<file path="src/pps_pkg.sv">
// ----------------------------------------------------------------------------
// pps_pkg
// Types and codes used by the preemptive priority scheduler.
// ----------------------------------------------------------------------------
package pps_pkg;

   localparam logic FUNC_LOAD = 1'b0;
   localparam logic FUNC_TICK = 1'b1;

   localparam logic [15:0] TIME_MAX = 16'hFFFF;

   typedef struct packed {
      logic        func;
      logic [7:0]  proc_id;
      logic [7:0]  prio;
      logic [15:0] arrival;
      logic [15:0] burst;
   } req_type;

   typedef struct packed {
      logic [15:0] tick_time;
      logic [7:0]  run_id;
      logic        idle;
      logic        finished;
      logic [15:0] turnaround;
   } rsp_type;

   typedef struct packed {
      logic [7:0]  id;
      logic [7:0]  prio;
      logic [15:0] arrival;
      logic [15:0] remaining;
   } entry_type;

   typedef enum logic [1:0] {
      ST_IDLE,
      ST_SCAN,
      ST_UPDATE,
      ST_DONE
   } state_type;

endpackage

</file>
<file path="src/pps_ram.sv">
// ----------------------------------------------------------------------------
// pps_ram
// Simple dual-port RAM: one write port, one read port with registered data.
// ----------------------------------------------------------------------------
module pps_ram #(
   parameter int WIDTH = 48,
   parameter int DEPTH = 16
) (
   input  logic                     clock,
   input  logic                     wr_en,
   input  logic [$clog2(DEPTH)-1:0] wr_addr,
   input  logic [WIDTH-1:0]         wr_data,
   input  logic [$clog2(DEPTH)-1:0] rd_addr,
   output logic [WIDTH-1:0]         rd_data
);

   logic [WIDTH-1:0] mem_ff [DEPTH];
   logic [WIDTH-1:0] rd_data_ff;

   always_ff @(posedge clock) begin
      if (wr_en) begin
         mem_ff[wr_addr] <= wr_data;
      end
      rd_data_ff <= mem_ff[rd_addr];
   end

   assign rd_data = rd_data_ff;

endmodule

</file>
<file path="src/preemptive_priority_scheduler_unit.sv">
// ----------------------------------------------------------------------------
// preemptive_priority_scheduler_unit
// Process table in RAM, scanned slot by slot on every tick beat.
// ----------------------------------------------------------------------------
// Usage:
//   req channel carries a load beat (func = load) or a tick beat (func = tick).
//   A load beat appends an entry to the table and gives no result;
//   it is dropped silently once SLOTS entries are stored.
//   A tick beat reads every loaded slot from the table RAM, one per cycle,
//   keeping the best candidate in registers, then writes the chosen entry
//   back with one unit less work and posts one beat on the rsp channel.
//   A tick passes through the scan, update and done states before the rsp
//   register loads, the scan through the single RAM read port setting its
//   length, which grows with the entry count.
//   The next req beat is accepted the cycle after the rsp register loads.
//   req_stall is high while a tick is in progress. The finished result waits
//   in the rsp register while rsp_stall is high; the next beat may be accepted
//   then, and a following tick holds at its end until the register frees.
//   Reset (synchronous) empties the table and sets time to zero; no clearing
//   pass is needed since only loaded slots are ever read.
// ----------------------------------------------------------------------------
module preemptive_priority_scheduler_unit #(
   parameter int SLOTS = 16
) (
   input  logic             clock,
   input  logic             reset,
   input  logic             req_valid,
   output logic             req_stall,
   input  pps_pkg::req_type req_data,
   output logic             rsp_valid,
   input  logic             rsp_stall,
   output pps_pkg::rsp_type rsp_data
);

   localparam int IDX_W = $clog2(SLOTS);
   localparam int CNT_W = $clog2(SLOTS + 1);
   localparam int ENTRY_W = $bits(pps_pkg::entry_type);
   localparam logic [CNT_W-1:0] SLOTS_CNT = CNT_W'(SLOTS);

   pps_pkg::state_type state_ff, state_in;

   logic [CNT_W-1:0] count_ff, count_in;
   logic [15:0]      time_ff, time_in;
   logic [CNT_W-1:0] issue_ff, issue_in;
   logic             rd_valid_ff, rd_valid_in;
   logic [IDX_W-1:0] rd_slot_ff, rd_slot_in;

   logic                found_ff, found_in;
   logic [IDX_W-1:0]    best_slot_ff, best_slot_in;
   pps_pkg::entry_type  best_ff, best_in;

   logic                rsp_valid_ff, rsp_valid_in;
   pps_pkg::rsp_type    rsp_ff, rsp_in;

   logic               wr_en;
   logic [IDX_W-1:0]   wr_addr;
   pps_pkg::entry_type wr_entry;
   pps_pkg::entry_type rd_entry;
   logic [ENTRY_W-1:0] rd_bits;

   logic        req_fire;
   logic        out_free;
   logic        cand;
   logic        take;
   logic [15:0] done_time;

   pps_ram #(
      .WIDTH(ENTRY_W),
      .DEPTH(SLOTS)
   ) u_table (
      .clock  (clock),
      .wr_en  (wr_en),
      .wr_addr(wr_addr),
      .wr_data(wr_entry),
      .rd_addr(issue_ff[IDX_W-1:0]),
      .rd_data(rd_bits)
   );

   assign rd_entry = pps_pkg::entry_type'(rd_bits);

   assign req_stall = (state_ff != pps_pkg::ST_IDLE);
   assign req_fire  = req_valid && !req_stall;
   assign out_free  = !rsp_valid_ff || !rsp_stall;

   // candidate test and tie order: priority, then arrival, then lower slot
   assign cand = (rd_entry.arrival <= time_ff) && (rd_entry.remaining != 16'd0);
   assign take = cand && (!found_ff || (rd_entry.prio < best_ff.prio) ||
                 ((rd_entry.prio == best_ff.prio) &&
                  (rd_entry.arrival < best_ff.arrival)));

   assign done_time = (time_ff == pps_pkg::TIME_MAX) ? pps_pkg::TIME_MAX
                                                     : time_ff + 16'd1;

   always_ff @(posedge clock) begin
      if (reset) begin
         state_ff     <= pps_pkg::ST_IDLE;
         count_ff     <= '0;
         time_ff      <= '0;
         rd_valid_ff  <= 1'b0;
         found_ff     <= 1'b0;
         rsp_valid_ff <= 1'b0;
      end else begin
         state_ff     <= state_in;
         count_ff     <= count_in;
         time_ff      <= time_in;
         rd_valid_ff  <= rd_valid_in;
         found_ff     <= found_in;
         rsp_valid_ff <= rsp_valid_in;
      end
      issue_ff     <= issue_in;
      rd_slot_ff   <= rd_slot_in;
      best_slot_ff <= best_slot_in;
      best_ff      <= best_in;
      rsp_ff       <= rsp_in;
   end

   always_comb begin
      state_in     = state_ff;
      count_in     = count_ff;
      time_in      = time_ff;
      issue_in     = issue_ff;
      rd_valid_in  = 1'b0;
      rd_slot_in   = rd_slot_ff;
      found_in     = found_ff;
      best_slot_in = best_slot_ff;
      best_in      = best_ff;
      rsp_in       = rsp_ff;
      rsp_valid_in = rsp_valid_ff && rsp_stall;

      wr_en              = 1'b0;
      wr_addr            = count_ff[IDX_W-1:0];
      wr_entry.id        = req_data.proc_id;
      wr_entry.prio      = req_data.prio;
      wr_entry.arrival   = req_data.arrival;
      wr_entry.remaining = req_data.burst;

      case (state_ff)
         pps_pkg::ST_IDLE: begin
            if (req_fire) begin
               if (req_data.func == pps_pkg::FUNC_LOAD) begin
                  if (count_ff < SLOTS_CNT) begin
                     wr_en    = 1'b1;
                     count_in = count_ff + CNT_W'(1);
                  end
               end else begin
                  issue_in = '0;
                  found_in = 1'b0;
                  state_in = pps_pkg::ST_SCAN;
               end
            end
         end
         pps_pkg::ST_SCAN: begin
            if (issue_ff < count_ff) begin
               rd_valid_in = 1'b1;
               rd_slot_in  = issue_ff[IDX_W-1:0];
               issue_in    = issue_ff + CNT_W'(1);
            end else if (!rd_valid_ff) begin
               state_in = pps_pkg::ST_UPDATE;
            end
            if (rd_valid_ff && take) begin
               found_in     = 1'b1;
               best_slot_in = rd_slot_ff;
               best_in      = rd_entry;
            end
         end
         pps_pkg::ST_UPDATE: begin
            if (found_ff) begin
               wr_en              = 1'b1;
               wr_addr            = best_slot_ff;
               wr_entry           = best_ff;
               wr_entry.remaining = best_ff.remaining - 16'd1;
            end
            state_in = pps_pkg::ST_DONE;
         end
         pps_pkg::ST_DONE: begin
            // hold the result until the output register frees up
            if (out_free) begin
               rsp_in.tick_time  = time_ff;
               rsp_in.run_id     = 8'd0;
               rsp_in.idle       = 1'b1;
               rsp_in.finished   = 1'b0;
               rsp_in.turnaround = 16'd0;
               if (found_ff) begin
                  rsp_in.run_id = best_ff.id;
                  rsp_in.idle   = 1'b0;
                  if (best_ff.remaining == 16'd1) begin
                     rsp_in.finished   = 1'b1;
                     rsp_in.turnaround = done_time - best_ff.arrival;
                  end
               end
               rsp_valid_in = 1'b1;
               if (time_ff != pps_pkg::TIME_MAX) begin
                  time_in = time_ff + 16'd1;
               end
               state_in = pps_pkg::ST_IDLE;
            end
         end
         default: begin
            state_in = pps_pkg::ST_IDLE;
         end
      endcase
   end

   assign rsp_valid = rsp_valid_ff;
   assign rsp_data  = rsp_ff;

endmodule
</file>
<file path="config.mk">
export PLATFORM = sky130hd
export DESIGN_NAME = preemptive_priority_scheduler_unit
export DESIGN_NICKNAME = d
export VERILOG_FILES = /design/src/pps_pkg.sv /design/src/pps_ram.sv /design/src/preemptive_priority_scheduler_unit.sv
export SDC_FILE = /design/constraint.sdc
export NUM_CORES = 1
export LEC_CHECK = 0
export ABC_AREA = 1
export ABC_CLOCK_PERIOD_IN_PS = 5100
export BUFFER_PORTS_ARGS = -buffer_cell sky130_fd_sc_hd__buf_2
export CORE_MARGIN = 10
export CORE_UTILIZATION = 45
export DETAILED_ROUTE_END_ITERATION = 16
export PLACE_DENSITY = 0.69
export SLEW_MARGIN = 20
export SYNTH_ARGS = -nofsm -noshare
export SYNTH_HDL_FRONTEND = slang
export SYNTH_SLANG_ARGS = --single-unit
</file>
<file path="constraint.sdc">
create_clock -name clock -period 5.1 [get_ports clock]
set_clock_uncertainty 0.1 [all_clocks]
set_input_delay 1.02 -clock clock [delete_from_list [all_inputs] [get_ports clock]]
set_output_delay 1.02 -clock clock [all_outputs]
set_load 0.005 [all_outputs]
</file>
==> flow_summary.yaml, run 1 <==
final_layout:
  post-route-util_pct: 51.7
  drive_above_1_share_pct: 11.9
  multi_input_area_sq_mm: 0.00955
  syn2layout_area_growth_pct: 13.7
  layout.nets: 3156
  regArea_sq_mm: 0.0276
  fillCellCount: 6937
route:
  wl_per_cell_um: 22.0
  num_vias: 24000
  drc: 0
  drt_first_pass_iters: 5
  drtAntennaViolNets: 0
  drtIter0Drc: 2206
  wl_mm: 93.4
  routed_via_density: 5.65
sta:
  layout_setup_ws_ns: 1.11
  drv_slew: 0
  setup_viol: 0
  hold_viol_final: 0
  slew_headroom_pct: 23.6
  period_share_pct: 78.2
  fmax_ghz: 0.251
  tns_ns: 0
  whs_ns: 0.302
  worst_pin_slew_ns: 1.15
  min_period_ns: 3.99
  rsz0062_at_grt: "false"
worst_hold_path:
  hold_end: "best_ff[45]"
  hold_class: "reg2reg"
  min-delay-start: "u_table.rd_data[45]"
  whs_path_depth: 0
clocking:
  cts_tree: "built"
  cts_setup_buffers: 0
  path_clk_slew_ns: 0.07
  cts_root_buf: "clkbuf_16"
  cts-hold-fix-buffers: 0
  cts_resized: 0
  htreeDepth: 3
  clock_sinks: 945
  clock_latency_ns: 0.66
  numCtsBuffers: 93
  clockBufferDepth: 3
critical_path:
  timing.critical_path.to_type: "register"
  crit_path_max_fanout: 11
  required_ns: 5.40
  r2r_end: "rsp_data[10]"
  criticalPathCategory: "reg2reg"
  crit_arrival_ns: 4.28
  r2r_cells: 19
  reg2reg_setup_slack_ns: 1.11
  worstSetupStartpointType: "register"
  rr_startpoint: "time_ff[0]"
pwr:
  clkPwrFrac_pct: 31.2
  combPwrFrac_pct: 26.9
  ir_drop_v: 0.000683
  leakage_nw: 15.2
  swShare_pct: 32.9
  p_int_mw: 15.2
  p_switching_mw: 7.46
  sequentialPowerShare_pct: 41.9
  power.density_mw_per_mm2: 522
floorplanning:
  initial_core_util_pct: 45.5
  row_count: 106
  die_x_um: 311
  core_area_sq_mm: 0.0840
  die_area_sq_mm: 0.0970
  ios: 97
  die_h_um: 311
yosys:
  syn_nets: 3054
  muxShareOfSynthArea_pct: 1.99
  yosys.area_share.simple_pct: 10.1
  syn_area_sq_mm: 0.0382
  yosys_warnings: 0
  syn_inst: 2933
  post_synth.cell_area_avg_sq_um: 13.0
  ys_ff_latch: 945
  ys_seq_area_share_pct: 72.3
  synthArstFlopShare_pct: 0
  synth-compound-area-share_pct: 9.77
  synth_top_family_by_area: "simple AND/OR/NAND/NOR gates"
  synth_top_flop_cell: "edfxtp_1"
  synth_fa_ha_area_share_pct: 2.25
  synth_xor_area_share_pct: 0.390
  ys_types: 50
  synth_edf_count: 871
placed_design:
  place.gp.congestion: 0.834
  port_buffers: 96
  hpwl_mm: 54.4
  pre_cts_ws_ns: 1.14
run:
  drv_cap: 0
global_route:
  antenna_found_initial: 2
  grt_max_degree: 218
  grt_pass1_vias: 23200
  gr-total-overflow: 0
  grt_pass1_wl_mm: 142
  grt_usage_pct: 18.7
outcome:
  outcome: "finished, final reports clean"
==> synthesized netlist by cell type, types with 9 or more instances <==
| library cell | number | area (sq um) |
|---|---|---|
| edfxtp_1 | 871 | 26200 |
| dfxtp_1 | 74 | 1480 |
| a21oi_1 | 63 | 315 |
| o21ai_0 | 263 | 1320 |
| nand3_1 | 98 | 490 |
| buf_4 | 9 | 67.6 |
| nor2_1 | 531 | 1990 |
| o211ai_1 | 23 | 173 |
| ha_1 | 67 | 838 |
| o221ai_1 | 75 | 657 |
| inv_1 | 130 | 488 |
| clkbuf_1 | 114 | 428 |
| buf_2 | 34 | 170 |
| mux2i_1 | 76 | 761 |
| nor3_1 | 17 | 85.1 |
| nand2_1 | 272 | 1020 |
| nand4_1 | 9 | 56.3 |
| xor2_1 | 13 | 114 |
| or2_2 | 11 | 68.8 |
| o32ai_1 | 118 | 1030 |
==> flip-flops by register name, indices dropped and copies added (netlist names), 2 cells and up <==
register	count
u_table.mem_ff	768
best_ff	48
u_table.rd_data	48
rsp_data	42
time_ff	16
count_ff	5
issue_ff	5
best_slot_ff	4
rd_slot_ff	4
state_ff	2
==> cell families after synthesis <==
logic type	after synthesis
multiplexers	76
flip-flops	945
XOR/XNOR	17
buffers and inverters	295
AND/OR/NAND/NOR	957
adder cells (fa/ha/maj)	68
AO/OA/AOI/OAI	575
==> per-layer routing <==
metal | routed length (um) | GRT usage (%) | vias up
li1 | - | - | 11000
met1 | 38400 | 24.9 | 11800
met2 | 45100 | 30.7 | 956
met3 | 7080 | 3.05 | 166
met4 | 2770 | 6.32 | 2
met5 | 13 | 0 | -
==> stage by stage <==
| stage | cells | power [mW] | instance area, sq um |
|---|---|---|---|
| global placement | 4074 | 15.6 | 40200 |
| CTS | 4247 | 22.8 | 43400 |
| detailed placement | 4074 | 15.7 | 40200 |
| finish | 4249 | 22.7 | 43400 |
| global route | 4247 | 23.8 | 43400 |
| floorplan | 2933 | 13.8 | 38200 |
==> worst max-delay path, cell delays in order (launching register included) <==
cell and delay, ns:
dfxtp_1 0.42, ha_1 0.23, nand3_2 0.13, nor3_4 0.30
nand2_2 0.13, nor3_4 0.23, nand3_1 0.15, nor2_1 0.12
buf_4 0.18, nor2_1 0.06, ha_1 0.22, fa_1 0.45
inv_1 0.08, nand3_1 0.06, nand2_1 0.13, a21oi_1 0.09
o21ai_0 0.26, a21boi_0 0.17, o21ai_0 0.16, a21oi_1 0.05
==> final cells by class <==
| class | count | share of cell area (%) |
|---|---|---|
| Clock inverter | 67 | 1.69 |
| Multi-Input combinational cell | 1693 | 22.0 |
| Tap cell | 1134 | 3.27 |
| Antenna cell | 2 | 0.0115 |
| Sequential cell | 945 | 63.6 |
| Inverter | 133 | 1.17 |
| Timing Repair Buffer | 169 | 2.66 |
| Clock buffer | 106 | 5.62 |
==> power groups by stage <==
stage	sequential (mW)	clock [mW]	combinational [mW]
after floorplan	9.57	0	4.23
after global placement	9.66	0	5.96
after detailed placement	9.67	0	6.05
after CTS	9.51	7.16	6.11
after global routing	9.55	7.45	6.78
final	9.51	7.07	6.10
==> placed cells by master, fill, tap and decap left out, drive strengths merged, types with 9 or more instances in the layout <==
| master | instances |
|---|---|
| edfxtp | 871 |
| nor2 | 532 |
| nand2 | 274 |
| o21ai | 270 |
| buf | 169 |
| inv | 134 |
| o32ai | 118 |
| clkbuf | 106 |
| nand3 | 100 |
| mux2i | 76 |
| o221ai | 75 |
| dfxtp | 74 |
| ha | 67 |
| a21oi | 66 |
| clkinv | 47 |
| o211ai | 23 |
| nor3 | 20 |
| xor2 | 13 |
| bufinv | 13 |
| or2 | 11 |
| nand4 | 9 |
==> how the worst max path moves through the flow <==
stage | startpoint | to | slack, ns | cells after the start
after CTS | time_ff[0] | rsp_data[10] | 1.17 | 19
final | time_ff[0] | rsp_data[10] | 1.11 | 19
after floorplan | req_data[48] | u_table.mem_ff[0][0] | 0.69 | 5
after global routing | time_ff[0] | rsp_data[10] | 0.87 | 19
after detailed placement | req_data[48] | u_table.mem_ff[12][19] | 1.14 | 7
after global placement | req_data[48] | u_table.mem_ff[12][17] | 1.20 | 7
Note: power is estimated with default switching activity, not from simulation.
==> run 2, diff against run 1 <==
Settings changed: ABC_CLOCK_PERIOD_IN_PS 5100 to 3900.
Clock period 5.1 ns to 3.9 ns, I/O delays scaled along.
==> flow_summary.yaml, run 2 (synthesis gave the netlist of run 1 again) <==
global_route:
  grt_usage_pct: 18.1
  antenna_found_initial: 1
  gr-total-overflow: 0
  grt_pass1_vias: 23200
  grt_pass1_wl_mm: 139
  grt_max_degree: 163
pwr:
  leakage_nw: 15.3
  ir_drop_v: 0.000731
  power.density_mw_per_mm2: 675
  power_mw: 29.6
placed_design:
  place.gp.congestion: 0.858
  port_buffers: 96
  pre_cts_ws_ns: 0.223
  postPlaceCellArea_sq_mm: 0.0407
  placedCellCount: 4100
  hpwl_mm: 53.2
clocking:
  path_clk_slew_ns: 0.06
  clockBufferDepth: 3
  cts-hold-fix-buffers: 0
  htreeDepth: 3
  clock_sinks: 945
  numCtsBuffers: 94
  clock_latency_ns: 0.66
  cts_resized: 0
  cts_setup_buffers: 0
  cts_tree: "built"
  cts_root_buf: "clkbuf_16"
final_layout:
  final_cell_mix: "edfxtp_1 (871), nor2_1 (513), nand2_1 (271), o21ai_0 (262), inv_1 (126)"
  antennaDiodeCount: 0
  drive_above_1_share_pct: 12.5
  layout_commonest_cell: "edfxtp_1"
  top_register: "u_table.mem_ff"
  largest_reg_flops: 768
  fin_cells: 4278
  layout.nets: 3183
  postLayoutCellArea_sq_mm: 0.0439
  syn2layout_area_growth_pct: 14.8
  fillCellCount: 6896
floorplanning:
  die_h_um: 311
  core_area_sq_mm: 0.0840
  ios: 97
  die_area_sq_mm: 0.0970
  die_x_um: 311
  initial_core_util_pct: 45.5
  row_count: 106
route:
  drtIter0Drc: 2676
  drt_first_pass_iters: 6
  wl_mm: 91.5
  drc: 0
  drtAntennaViolNets: 0
  routed_via_density: 5.62
  wl_per_cell_um: 21.4
  num_vias: 24000
critical_path:
  r2r_cells: 18
  criticalPathCategory: "reg2reg"
  startpoint: "time_ff[1]"
  rr_startpoint: "time_ff[1]"
  r2r_end: "rsp_data[9]"
  required_ns: 4.20
  timing.critical_path.to_type: "register"
  crit_path_max_fanout: 9
  crit_arrival_ns: 3.80
  worstSetupStartpointType: "register"
  reg2reg_setup_slack_ns: 0.40
sta:
  fmax_ghz: 0.286
  worst_pin_slew_ns: 0.955
  rsz0062_at_grt: "false"
  setup_viol: 0
  drv_slew: 0
  hold_viol_final: 0
  min_period_ns: 3.50
  slew_headroom_pct: 36.3
  period_share_pct: 89.8
  layout_setup_ws_ns: 0.399
outcome:
  outcome: "finished, final reports clean"
worst_hold_path:
  hold_end: "best_ff[46]"
  whs_path_depth: 0
  min-delay-start: "u_table.rd_data[46]"
  hold_class: "reg2reg"
run:
  drv_cap: 0
-- run 2: cell count changes in the layout (fill, tap and decap cells not counted), sizes merged --
| cell | change |
|---|---|
| buf | +26 |
| clkbuf | +14 |
| clkinv | -7 |
| bufinv | -3 |
| diode | -2 |
| clkinvlp | +1 |
-- run 2: worst max-delay path, stage by stage (launching register included) --
cell,delay [ns]
dfxtp_1,0.36
ha_1,0.21
nand3_2,0.13
nor3_4,0.21
nand2_2,0.11
nor3_4,0.14
nand3_1,0.13
nor2_2,0.19
buf_4,0.19
or2_2,0.11
ha_1,0.27
a21oi_1,0.19
nor2_1,0.06
nor2_1,0.07
o21ai_0,0.18
a21oi_1,0.29
nor2_1,0.09
nor3_1,0.15
nor2_1,0.07
-- run 2: cell type report --
type                    count  area [sq um]  share of cell area [%]
clock inverters            58           612                    1.39
well taps                1134          1420                    3.23
inverters                 133           507                    1.15
clock buffers             120          2570                    5.86
flip-flops and latches    945         27600                    63.0
multi-input cells        1693          9520                    21.7
repair buffers            195          1610                    3.67
-- run 2: where the power goes --
group          switching, mW  total (mW)  internal [mW]
Sequential             0.373        12.5           12.1
Combinational           5.41        7.96           2.55
Clock                   3.85        9.20           5.36
Total                   9.63        29.6           20.0
-- run 2: worst max path at each step --
| stage | endpoint | slack, ns |
|---|---|---|
| 6_report | rsp_data[9] | 0.40 |
| 5_1_grt | rsp_data[9] | 0.004 |
| 3_5_place_dp | rsp_data[10] | 0.22 |
| 3_3_place_gp | rsp_data[10] | 0.24 |
| 4_1_cts | rsp_data[10] | 0.21 |
| 2_1_floorplan | u_table.mem_ff[0][0] | -0.27 |
-- run 2: stage by stage --
stage | hold slack (ns) | utilization (%) | setup TNS, ns
after floorplan | 0.286 | - | -203.38
after global placement | 0.288 | 48.5 | 0
after detailed placement | 0.289 | 48.5 | 0
after CTS | 0.297 | 52.3 | 0
after global routing | 0.308 | 52.3 | 0
final | 0.301 | 52.3 | 0
-- run 2: layer usage --
metal  part of all wire [%]  GRT usage, %
met5                      0             0
met4                    2.1          4.55
met3                    6.9          2.98
met2                     48          29.6
met1                     43          25.1
